$ cat src/sv/gwma_pkg.sv
package gwma_pkg;

    localparam int WINDOW       = 8;
    localparam int SAMPLE_WIDTH = 32;

    localparam int PTR_WIDTH  = (WINDOW > 1) ? $clog2(WINDOW) : 1;
    localparam int FILL_WIDTH = $clog2(WINDOW + 1);
    localparam int SUM_WIDTH  = SAMPLE_WIDTH + PTR_WIDTH;
    localparam int CNT_WIDTH  = $clog2(SUM_WIDTH);
    localparam int AVG_WIDTH  = 32;
    localparam int HELD_WIDTH = 4;

    typedef struct packed {
        logic signed [SAMPLE_WIDTH-1:0] speed_sample;
        logic                           clear_first;
    } in_item_t;

    typedef struct packed {
        logic signed [AVG_WIDTH-1:0] average_speed;
        logic [HELD_WIDTH-1:0]       samples_held;
    } out_item_t;

    typedef struct packed {
        logic signed [SUM_WIDTH-1:0] sum;
        logic [FILL_WIDTH-1:0]       fill;
    } hist_status_t;

    typedef struct packed {
        logic                  start;
        logic [SUM_WIDTH-1:0]  dividend;
        logic [FILL_WIDTH-1:0] divisor;
    } div_req_t;

    typedef struct packed {
        logic                 done;
        logic [SUM_WIDTH-1:0] quotient;
    } div_rsp_t;

    typedef enum logic [1:0] {
        ST_IDLE,
        ST_LOAD,
        ST_DIVIDE,
        ST_DONE
    } state_t;

endpackage

$ cat src/sv/gwma_history.sv
module gwma_history
    import gwma_pkg::*;
(
    input  logic         aclk,
    input  logic         aresetn,
    input  logic         take,
    input  in_item_t     item,
    output hist_status_t status
);

    logic [SAMPLE_WIDTH-1:0] hist_reg [WINDOW];
    logic [WINDOW-1:0]       valid_reg, valid_next;
    logic [PTR_WIDTH-1:0]    pos_reg, pos_next, pos_base;
    logic [FILL_WIDTH-1:0]   fill_reg, fill_next, fill_base;
    logic signed [SUM_WIDTH-1:0] sum_reg, sum_next, sum_base, old_ext, new_ext;

    always_comb begin
        pos_base  = item.clear_first ? '0 : pos_reg;
        fill_base = item.clear_first ? '0 : fill_reg;
        sum_base  = item.clear_first ? '0 : sum_reg;
        // An entry not written since the last clear reads as zero.
        if (!item.clear_first && valid_reg[pos_base]) begin
            old_ext = SUM_WIDTH'(signed'(hist_reg[pos_base]));
        end else begin
            old_ext = '0;
        end
        new_ext = SUM_WIDTH'(signed'(item.speed_sample));

        sum_next  = sum_base - old_ext + new_ext;
        pos_next  = (pos_base == PTR_WIDTH'(WINDOW - 1)) ? '0 : pos_base + 1'b1;
        fill_next = (fill_base == FILL_WIDTH'(WINDOW)) ? fill_base : fill_base + 1'b1;
        valid_next = item.clear_first ? '0 : valid_reg;
        valid_next[pos_base] = 1'b1;
    end

    always_ff @(posedge aclk) begin
        if (!aresetn) begin
            valid_reg <= '0;
            pos_reg   <= '0;
            fill_reg  <= '0;
            sum_reg   <= '0;
        end else if (take) begin
            valid_reg <= valid_next;
            pos_reg   <= pos_next;
            fill_reg  <= fill_next;
            sum_reg   <= sum_next;
        end
    end

    always_ff @(posedge aclk) begin
        if (take) begin
            hist_reg[pos_base] <= item.speed_sample;
        end
    end

    assign status.sum  = sum_reg;
    assign status.fill = fill_reg;

endmodule

$ cat src/sv/gwma_divider.sv
module gwma_divider
    import gwma_pkg::*;
(
    input  logic     aclk,
    input  logic     aresetn,
    input  div_req_t req,
    output div_rsp_t rsp
);

    // Restoring division, one quotient bit per cycle. The dividend shifts out
    // of the top of quo_reg while quotient bits shift in at the bottom.
    logic [SUM_WIDTH-1:0]  quo_reg, quo_next;
    logic [FILL_WIDTH-1:0] rem_reg, rem_next;
    logic [FILL_WIDTH-1:0] dsr_reg;
    logic [CNT_WIDTH-1:0]  cnt_reg, cnt_next;
    logic                  busy_reg, busy_next;
    logic                  done_reg, done_next;
    logic [FILL_WIDTH:0]   trial;
    logic                  fits;

    always_comb begin
        trial = {rem_reg, quo_reg[SUM_WIDTH-1]};
        fits  = (trial >= {1'b0, dsr_reg});
        rem_next = fits ? FILL_WIDTH'(trial - {1'b0, dsr_reg}) : trial[FILL_WIDTH-1:0];
        quo_next = {quo_reg[SUM_WIDTH-2:0], fits};
        cnt_next  = cnt_reg + 1'b1;
        busy_next = (cnt_reg != CNT_WIDTH'(SUM_WIDTH - 1));
        done_next = busy_reg && !busy_next;
    end

    always_ff @(posedge aclk) begin
        if (!aresetn) begin
            busy_reg <= 1'b0;
            done_reg <= 1'b0;
            cnt_reg  <= '0;
        end else if (req.start) begin
            busy_reg <= 1'b1;
            done_reg <= 1'b0;
            cnt_reg  <= '0;
        end else if (busy_reg) begin
            busy_reg <= busy_next;
            done_reg <= done_next;
            cnt_reg  <= cnt_next;
        end else begin
            done_reg <= 1'b0;
        end
    end

    always_ff @(posedge aclk) begin
        if (req.start) begin
            quo_reg <= req.dividend;
            rem_reg <= '0;
            dsr_reg <= req.divisor;
        end else if (busy_reg) begin
            quo_reg <= quo_next;
            rem_reg <= rem_next;
        end
    end

    assign rsp.done     = done_reg;
    assign rsp.quotient = quo_reg;

endmodule

$ cat src/sv/growing_window_moving_average_top.sv
// Channel   Ports                       Payload
// input     s_valid, s_ready, s_item    speed_sample, clear_first
// result    m_valid, m_ready, m_item    average_speed, samples_held
//
// One request is taken at a time, in the idle state only. Its accept edge updates the ring,
// the running sum and the fill count; in the next cycle (ST_LOAD) the magnitude of the sum
// enters a bit-serial divider that works through every bit of the sum (SUM_WIDTH, 35 by
// default). On its done flag the block enters its final state, loads the result register once
// the output register is free and returns to idle; no new request is taken before then.
// Reset (aresetn, synchronous, active low) empties the ring through per-entry valid bits.
// A stalled result holds the block in its final state until the output register frees up.
module growing_window_moving_average_top
    import gwma_pkg::*;
(
    input  logic      aclk,
    input  logic      aresetn,
    input  logic      s_valid,
    output logic      s_ready,
    input  in_item_t  s_item,
    output logic      m_valid,
    input  logic      m_ready,
    output out_item_t m_item
);

    state_t       state_reg, state_next;
    hist_status_t status;
    div_req_t     div_req;
    div_rsp_t     div_rsp;

    logic      take;
    logic      out_free;
    logic      load_out;
    logic      neg_reg, neg_next;
    logic      m_valid_reg, m_valid_next;
    out_item_t m_item_reg;
    logic [SUM_WIDTH-1:0] sum_mag;
    logic [AVG_WIDTH-1:0] quo_low;

    assign take     = s_valid && s_ready;
    assign out_free = !m_valid_reg || m_ready;

    gwma_history u_history (
        .aclk    (aclk),
        .aresetn (aresetn),
        .take    (take),
        .item    (s_item),
        .status  (status)
    );

    // The divider works on the magnitude; the sign is put back at the end so
    // that the quotient truncates toward zero.
    always_comb begin
        sum_mag  = status.sum[SUM_WIDTH-1] ? SUM_WIDTH'(-status.sum) : SUM_WIDTH'(status.sum);
        neg_next = status.sum[SUM_WIDTH-1];
    end

    gwma_divider u_divider (
        .aclk    (aclk),
        .aresetn (aresetn),
        .req     (div_req),
        .rsp     (div_rsp)
    );

    // Next state.
    always_comb begin
        state_next = state_reg;
        unique case (state_reg)
            ST_IDLE: begin
                if (s_valid) begin
                    state_next = ST_LOAD;
                end
            end
            ST_LOAD: begin
                state_next = ST_DIVIDE;
            end
            ST_DIVIDE: begin
                if (div_rsp.done) begin
                    state_next = ST_DONE;
                end
            end
            ST_DONE: begin
                if (out_free) begin
                    state_next = ST_IDLE;
                end
            end
            default: begin
                state_next = ST_IDLE;
            end
        endcase
    end

    // Outputs of the state machine.
    always_comb begin
        s_ready          = 1'b0;
        load_out         = 1'b0;
        div_req.start    = 1'b0;
        div_req.dividend = sum_mag;
        div_req.divisor  = status.fill;
        unique case (state_reg)
            ST_IDLE:   s_ready       = 1'b1;
            ST_LOAD:   div_req.start = 1'b1;
            ST_DIVIDE: ;
            ST_DONE:   load_out      = out_free;
            default:   ;
        endcase
    end

    always_ff @(posedge aclk) begin
        if (!aresetn) begin
            state_reg   <= ST_IDLE;
            m_valid_reg <= 1'b0;
        end else begin
            state_reg   <= state_next;
            m_valid_reg <= m_valid_next;
        end
    end

    always_ff @(posedge aclk) begin
        if (div_req.start) begin
            neg_reg <= neg_next;
        end
    end

    always_comb begin
        quo_low = div_rsp.quotient[AVG_WIDTH-1:0];
        if (load_out) begin
            m_valid_next = 1'b1;
        end else if (m_ready) begin
            m_valid_next = 1'b0;
        end else begin
            m_valid_next = m_valid_reg;
        end
    end

    always_ff @(posedge aclk) begin
        if (load_out) begin
            m_item_reg.average_speed <= neg_reg ? -quo_low : quo_low;
            m_item_reg.samples_held  <= HELD_WIDTH'(status.fill);
        end
    end

    assign m_valid = m_valid_reg;
    assign m_item  = m_item_reg;

endmodule
$ cat config.mk
export PLATFORM = sky130hd
export DESIGN_NAME = growing_window_moving_average_top
export DESIGN_NICKNAME = d
export VERILOG_FILES = /design/src/sv/gwma_pkg.sv /design/src/sv/gwma_history.sv /design/src/sv/gwma_divider.sv /design/src/sv/growing_window_moving_average_top.sv
export SDC_FILE = /design/constraint.sdc
export NUM_CORES = 1
export LEC_CHECK = 0
export BUFFER_PORTS_ARGS = -buffer_cell sky130_fd_sc_hd__clkbuf_2
export CAP_MARGIN = 20
export CORE_AREA = 2 2 192 194
export DETAILED_ROUTE_END_ITERATION = 10
export DIE_AREA = 0 0 194 196
export PLACE_DENSITY = 0.83
export SLEW_MARGIN = 20
export SYNTH_ARGS = -nofsm -noshare
export SYNTH_HDL_FRONTEND = slang
export SYNTH_SLANG_ARGS = --single-unit
$ cat constraint.sdc
create_clock -name aclk -period 5.13 [get_ports aclk]
set_input_delay 1.026 -clock aclk [delete_from_list [all_inputs] [get_ports aclk]]
set_output_delay 1.026 -clock aclk [all_outputs]
set_load 0.01 [all_outputs]
# Yosys cells after proc, flatten, opt, wreduce, memory -nomap -nowiden

Memory sizes are Yosys's and may differ from the RTL's.
Cells that the tools add are included.

Shift-type cells: 0
$lt $le $gt $ge: 3
Muxes and demuxes: 29
Divide/modulo/power cells: 0
Reduce and logical (&&, ||, !) cells: 14
Bitwise operators: 3
Multiply operators: 0
Add/sub/neg operators: 8
Equal/unequal tests: 9

Operator list:

| operator              | number |
|---|---|
| $mux W35              | 5 |
| $add A35 B32 Y35      | 1 |
| $neg A35 Y35          | 1 |
| $sub A35 B35 Y35      | 1 |
| $mux W32              | 1 |
| $neg A32 Y32          | 1 |
| $mux W4               | 3 |
| $mux W1               | 11 |
| $mux W8               | 1 |
| $or A8 B8 Y8          | 1 |
| $pmux W2 S4           | 1 |
| $add A6 B1 Y6 const B | 1 |
| $mux W2               | 3 |
| $mux W3               | 2 |
| $ne A6 B6 Y1 const B  | 1 |
| $ge A5 B4 Y1          | 1 |
| $add A4 B1 Y4 const B | 1 |
| $eq A2 B2 Y1 const B  | 2 |
| $eq A4 B4 Y1 const B  | 1 |
| $logic_and A1 B1 Y1   | 4 |
| $lt A3 B4 Y1 const B  | 1 |
| $ne A2 B2 Y1 const B  | 2 |
| $reduce_bool A2 Y1    | 2 |
| $sub A4 B4 Y4         | 1 |
| other kinds (14)      | 17 |

Memory bits (writable): 256
Output and inout port bits: 38
Bits in latches: 0
ROM bits: 0
Bits in registers: 141
Memories: 1
Logic and storage cells: 82
Bits of input ports: 37

Memory list:

| name               | depth | width | read ports | clocked after memory_dff | wr ports | RTL line           | text |
|---|---|---|---|---|---|---|---|
| u_history.hist_reg | 8     | 32    | 1          | 0                        | 1        | gwma_history.sv:11 | `logic [SAMPLE_WIDTH-1:0] hist_reg [WINDOW];` |

# Depth between registers and ports, before layout

Gate-level depths: netlist of run 1.

Depth in word-level cells: 7
Gate-level depth with buffers: 19

# Hierarchy

From an unflattened synthesis of run 1, not the netlist that was laid out.

Cells, all modules: 1737
Area, all modules: 20304.5 um2

By module, submodules not included:

| module                            | area each (um2) | instances | sequential area each (um2) | cells an instance |
|---|---|---|---|---|
| gwma_history                      | 15107.0         | 1         | 8688.3                     | 1294 |
| growing_window_moving_average_top | 2921.6          | 1         | 1171.1                     | 287 |
| gwma_divider                      | 2275.9          | 1         | 1411.4                     | 156 |

# Worst setup path after synthesis of run 1

No wires, ideal clock.

Path kind: input port to flip-flop
From: in s_item[0] (netlist bit)
To: reg u_history.sum_reg[26]
Setup slack: 90 ps
Data required time: 5013 ps
Setup time: 117 ps
Arrival: 4922 ps
Stages: 19
Cells stage by stage: nand2b_1 > clkbuf_1 > inv_2 > clkbuf_1 > buf_1 > mux2i_1 > a32oi_1 > and3_1 > fa_1 > inv_1 > ha_1 > clkbuf_1 > a21oi_1 > o21ai_0 > a21oi_1 > nand2_1 > o21a_1 > or3_1 > a32o_1

Word-level cells in the longest chain between the ends: 7

RTL lines:

| element                       | RTL line                                | text |
|---|---|---|
| start, declared               | growing_window_moving_average_top.sv:19 | `input in_item_t s_item,` |
| $mux W3                       | gwma_history.sv:18                      | `pos_base = item.clear_first ? '0 : pos_reg;` |
| $bmux W1 S3                   | gwma_history.sv:22                      | `if (!item.clear_first && valid_reg[pos_base]) begin` |
| $mux W1 (implied by the code) | gwma_history.sv:22                      |  |
| $logic_and A1 B1 Y1           | gwma_history.sv:22                      |  |
| $mux W35                      | gwma_history.sv:22                      |  |
| $sub A35 B35 Y35 *            | gwma_history.sv:29                      | `sum_next = sum_base - old_ext + new_ext;` |
| $add A35 B32 Y35 *            | gwma_history.sv:29                      |  |
| end signal, assigned          | gwma_history.sv:46                      | `sum_reg <= sum_next;` |
| end, declared                 | gwma_history.sv:15                      | `logic signed [SUM_WIDTH-1:0] sum_reg, sum_next, sum_base, old_ext, new_ext;` |

Mark *: on every way between the ends. The rest lies on a longest branch, timed or not. The select of a mux whose other input is x is not followed.
A chain may end at the register's enable or synchronous reset.

# Worst setup path after layout of run 1

From: reg u_history.pos_reg[2]
To: reg u_history.sum_reg[26]

Word-level cells in the longest chain between the ends: 7

RTL lines:

| element                       | RTL line           | text |
|---|---|---|
| start, declared               | gwma_history.sv:13 | `logic [PTR_WIDTH-1:0] pos_reg, pos_next, pos_base;` |
| start signal, assigned        | gwma_history.sv:44 | `pos_reg <= pos_next;` |
| $mux W3 *                     | gwma_history.sv:18 |  |
| $bmux W1 S3                   | gwma_history.sv:22 |  |
| $mux W1 (implied by the code) | gwma_history.sv:22 |  |
| $logic_and A1 B1 Y1           | gwma_history.sv:22 |  |
| $mux W35 *                    | gwma_history.sv:22 |  |
| $sub A35 B35 Y35 *            | gwma_history.sv:29 |  |
| $add A35 B32 Y35 *            | gwma_history.sv:29 |  |

Marked as above.

==> results of run 1 <==
[layout by cell type, fill, tap and decap left out, types with 42 or more instances in the layout]
cell       count
dfxtp_1       64
nor2_1        73
nand2_1      221
o21ai_0       67
and3_1        42
inv_1        120
a21oi_1       88
xor2_1        46
a32oi_1       60
mux2i_1       73
xnor2_1       43
edfxtp_1     332
clkbuf_2      74
ha_1          50
clkbuf_16     43
[worst max path at each step]
stage	endpoint	slack (ns)
floorplan	u_history.sum_reg[26]	0.09
global placement	u_history.sum_reg[26]	0.22
detailed placement	u_history.sum_reg[26]	0.13
CTS	u_history.sum_reg[26]	0.54
global route	u_history.sum_reg[26]	0.27
finish	u_history.sum_reg[26]	0.52
[logic make-up after synthesis]
family	Yosys count	synth area share
compound gates	347	0.119
xor+xnor	89	0.0393
fa+ha+maj	86	0.0675
buf+inv	211	0.0414
flops	397	0.568
mux	75	0.0391
simple gates	515	0.126
[through the flow]
step           setup slack (ns)  area [sq um]  instances
6_report                  0.516         22200       2293
2_1_floorplan            0.0903         19800       1720
3_5_place_dp              0.126         20900       2219
3_3_place_gp              0.217         20900       2219
5_1_grt                   0.270         22200       2293
4_1_cts                   0.545         22200       2293
[worst register-to-register path, stage by stage (launching register included)]
cell and delay, ns:
dfxtp_1 0.41, o21bai_2 0.88, buf_4 0.42, a32oi_1 0.16
and3_1 0.23, fa_1 0.50, inv_1 0.04, ha_1 0.41
nand4_1 0.19, nor3_1 0.09, a21oi_1 0.25, nand2_1 0.16
o21a_1 0.20, or3_1 0.30, a32o_1 0.25
[area by class of cell]
class / count / area, sq um
Clock buffer: 51 / 1110
Clock inverter: 23 / 221
Fill cell: 2757 / 13900
Inverter: 121 / 457
Multi-Input combinational cell: 1112 / 7770
Sequential cell: 397 / 11300
Tap cell: 468 / 586
Timing Repair Buffer: 121 / 798
[routing by layer]
| layer | GRT usage | vias up | routed length [microns] |
|---|---|---|---|
| li1 | - | 6398 | - |
| met1 | 0.326 | 6463 | 19500 |
| met2 | 0.362 | 508 | 20300 |
| met3 | 0.0583 | 82 | 3690 |
| met4 | 0.0797 | 0 | 972 |
| met5 | 0 | - | 0 |
[where the power goes]
part	switching, uW	internal (uW)
logic	2470	1710
registers	517	4180
clock network	1240	1700
==> results.tsv, run 1 <==
metric	value	unit
synth_area_per_cell	11.5	sq um
synthToLayoutAreaGrowth	12.0	%
rows	70	
power_density	532	mW/mm^2
numClockSinks	397	
routabilityCongestion	0.939	
cp_slowest_stage_delay	0.88	ns
synth_top_cell_area_share	0.503	
vias	13500	
diodes	0	
first_pass_iters	5	
ys_seq_elements	397	
cp.buffers_inverters	2	
pin_count	75	
synthTopCellsByArea	edfxtp_1, dfxtp_1, nand2_1, mux2i_1, fa_1	
yosysMostFrequentCell	edfxtp_1	
total_power	11800	uW
routedWlPerCell	19.4	microns
grt_pass1_wl	70800	microns
ys_top_cells_by_count	edfxtp_1, nand2_1, inv_1, a21oi_1, clkbuf_1	
overflow	0	
fin_skew	0.0126	ns
whs_path_depth	2	
start_util	0.550	
netlist_instances	1720	
min_period	4.61	ns
p_leak	0.00827	uW
hold_slack	0.467	ns
clk_latency	0.56	ns
min_to	u_divider.rem_reg[3]	
min_from	u_divider.rem_reg[3]	
grt_pass1_vias	13100	
worstRegToRegCells	14	
worstSetupPathType	reg2reg	
ys_warn_count	0	
ctsRootBufferMaster	clkbuf_16	
grt_antenna_before_repair	0	
critPathLaunchType	flip-flop	
syn_area	0.0198	sq mm
cts_buffer_depth	3	
crit_family	compound AO/OA/AOI/OAI gates	
setup_viol	0	
ctsResizeCount	0	
postCtsSetupBuffers	0	
holdBufCountCts	0	
path_clk_slew	0.06	ns
die_x	194	microns
wirelength	44500	microns
hp-class	reg2reg	
synth_top_cell_by_area	edfxtp_1	
h-tree-depth	2	
grt_use_total	0.234	
utilization	0.616	
drt_iter0_drc	1317	
crit_path_end_kind	flip-flop	
synth-seq-area-share	0.568	
cts_tree	yes	
finalCritPeriodShare	0.899	
max_clock_freq	0.217	GHz
fin_tns_setup	0	ns
cp_slowest_cell	o21bai_2	
startpoint	u_history.pos_reg[2]	
arrival	5.06	ns
maxSlewViolCount	0	
outcome	finished, final reports clean	
worst_pin_slew	1.09	ns
die_y	196	microns
synth_edf_count	332	
drive_above_1_share	0.116	
critical_path_required	5.58	ns
crit_chain	o21bai_2 -> buf_4 -> a32oi_1 -> and3_1 -> fa_1 -> inv_1 -> ha_1 -> nand4_1 -> nor3_1 -> a21oi_1 -> nand2_1 -> o21a_1 -> or3_1 -> a32o_1	
io_buffers	74	
die_area	0.0380	sq mm
cp.depth	14	
core	0.0361	sq mm
via_per_inst	5.87	
rr_endpoint	u_history.sum_reg[26]	
synth_ff_type	edfxtp_1	
cts_buffers	41	
syn_nets	1843	
largest_reg_flops	256	
async_flop_share	0	
worstReg2RegStart	u_history.pos_reg[2]	
grt_max_degree	75	
drv_cap	0	
irDropWorstVdd	0.303	mV
drc_errors	0	
hpwl	28900	microns
ant_nets	0	
critPathMaxFanout	20	
relSlewSlack	0.272	
r2r_slack	0.52	ns
nNetsFinal	1917	
synth_cell_type_count	65	
final-hold-violation-count	0	
rsz0062_at_grt	no	
No activity file was read; power rests on OpenSTA's default activity.
==> inputs of run 2 (changes only) <==
--- a/config.mk
+++ b/config.mk
@@ -6,5 +6,5 @@
 export NUM_CORES = 1
 export LEC_CHECK = 0
-export BUFFER_PORTS_ARGS = -buffer_cell sky130_fd_sc_hd__clkbuf_2
+export BUFFER_PORTS_ARGS = -buffer_cell sky130_fd_sc_hd__buf_2
 export CAP_MARGIN = 20
 export CORE_AREA = 2 2 192 194
==> constraint.sdc (replaced) <==
create_clock -name aclk -period 5.13 [get_ports aclk]
set_input_delay 0.513 -clock aclk [delete_from_list [all_inputs] [get_ports aclk]]
set_output_delay 0.513 -clock aclk [all_outputs]
set_load 0.01 [all_outputs]
==> results.tsv, run 2 (synthesized netlist as in run 1, its figures left out) <==
metric	value	unit	change
outcome	finished, final reports clean		
arrival	5.01	ns	-0.05 ns
drive_above_1_share	0.108		-0.00782
topRoutingLayerUsed	met5		
design_area	0.0222	sq mm	about the same
r2r_slack	0.56	ns	+0.04 ns
pin_count	75		unchanged
startpoint	u_history.pos_reg[1]		
vias	13600		+1.1%
overflow	0		unchanged
drv_cap	0		unchanged
start_util	0.550		unchanged
critPathMaxFanout	32		+60%
rows	70		unchanged
routed-wl-met2	21100	microns	+3.9%
die_x	194	microns	unchanged
io_buffers	74		unchanged
critical_path_required	5.56	ns	-0.02 ns
crit_end	u_history.sum_reg[27]		
final_common_cell	edfxtp_1		
finalNonFillerCells	2277		-0.70%
rr_endpoint	u_history.sum_reg[27]		
min_period	4.57	ns	-0.0416 ns
cts_buffer_depth	3		unchanged
worstRegToRegCells	15		+1
finalCritPeriodShare	0.891		-0.00811
hold_slack	0.237	ns	-0.230 ns
drc_errors	0		unchanged
setup_viol	0		unchanged
first_pass_iters	5		unchanged
core	0.0361	sq mm	unchanged
routedWlPerCell	20.0	microns	+2.9%
fin_skew	0.0278	ns	+0.0151 ns
via_per_inst	5.97		+1.8%
irDropWorstVdd	0.294	mV	-3.1%
worstReg2RegStart	u_history.pos_reg[1]		
cts_tree	yes		
path_clk_slew	0.06	ns	about the same
crit_path_end_kind	flip-flop		
postCtsSetupBuffers	0		unchanged
drt-met1-wl	19500	microns	+0.15%
critPathLaunchType	flip-flop		
worst_pin_slew	1.06	ns	-0.0276 ns
die_area	0.0380	sq mm	unchanged
grt_use_total	0.237		+0.00249
die_y	196	microns	unchanged
diodes	0		unchanged
clk_latency	0.56	ns	about the same
rsz0062_at_grt	no		
holdBufCountCts	0		unchanged
routabilityCongestion	0.935		-0.39%
synthToLayoutAreaGrowth	12.0	%	about the same
nNetsFinal	1903		-0.73%
numClockSinks	397		unchanged
final-hold-violation-count	0		unchanged
ctsResizeCount	0		unchanged
hpwl	29300	microns	+1.6%
setup_slack	0.557	ns	+0.0416 ns
h-tree-depth	2		unchanged
relSlewSlack	0.289		+0.0172
grt_pass1_wl	71800	microns	+1.4%
grt_antenna_before_repair	2		+2
maxSlewViolCount	0		unchanged
fin_tns_setup	0	ns	unchanged
cts_buffers	41		unchanged
grt_pass1_vias	13300		+1.1%
dp.cells	2205		-0.63%
final_cell_mix	edfxtp_1, nand2_1, inv_1		
ant_nets	0		unchanged
power_density	537	mW/mm^2	+1.0%
placed_area	0.0208	sq mm	-0.50%
worstSetupPathType	reg2reg		
largest_reg_flops	256		unchanged
max_clock_freq	0.219	GHz	+0.91%
min_from	s_item[6]		
met3_length	3990	microns	+8.2%
hp-class	in2reg		
drt_iter0_drc	1457		+11%
p_leak	0.00826	uW	-0.22%
ctsRootBufferMaster	clkbuf_16		
grt_max_degree	70		-6.7%
wirelength	45400	microns	+2.2%
pre_cts_ws	0.467	ns	+0.341 ns
-- run 2: per-layer routing --
layer	up-vias	GRT usage
met2	610	0.379
met1	6558	0.332
met4	2	0.0637
met3	75	0.0473
li1	6351	-
met5	-	0
-- run 2: worst min path at each step --
| stage | slack, ns | cells after the start | endpoint |
|---|---|---|---|
| after floorplan | 0.43 | 0 | neg_reg |
| after global placement | 0.46 | 2 | u_divider.rem_reg[3] |
| after detailed placement | 0.46 | 2 | u_divider.rem_reg[3] |
| after CTS | 0.22 | 1 | u_history.hist_reg[1][30] |
| after global routing | 0.23 | 1 | u_history.hist_reg[4][30] |
| final | 0.24 | 1 | u_history.hist_reg[0][5] |
-- run 2: cell type report --
| cell class | instances | area [sq um] |
|---|---|---|
| inverter | 121 | 457 |
| multi-input combinational | 1112 | 7770 |
| sequential | 397 | 11300 |
| fill | 2728 | 13900 |
| timing repair buffer | 107 | 693 |
| clock buffer | 48 | 1060 |
| clock inverter | 24 | 378 |
| tap | 468 | 586 |
-- run 2: stage by stage --
stage,total power [uW],util
after floorplan,7680,-
after global placement,8650,0.576
after detailed placement,8770,0.576
after CTS,11900,0.616
after global routing,12700,0.616
final,11900,0.616
-- run 2: power breakdown --
group          internal, uW  switching, uW  leakage [uW]
combinational          1640           2460       0.00401
sequential             4180            510       0.00356
clock                  1900           1260      0.000686
total                  7720           4220       0.00826
-- run 2: worst max-delay path, cell delays in order (launching register included) --
cell	delay [ns]
dfxtp_1	0.51
mux4_2	0.55
mux2i_1	0.16
nor2_1	0.06
buf_4	0.28
and3_1	0.23
fa_1	0.50
inv_1	0.04
ha_1	0.40
nand2_1	0.13
o21ai_0	0.27
a21boi_0	0.22
a21oi_1	0.45
a21boi_0	0.20
o2111a_1	0.18
a221o_1	0.25
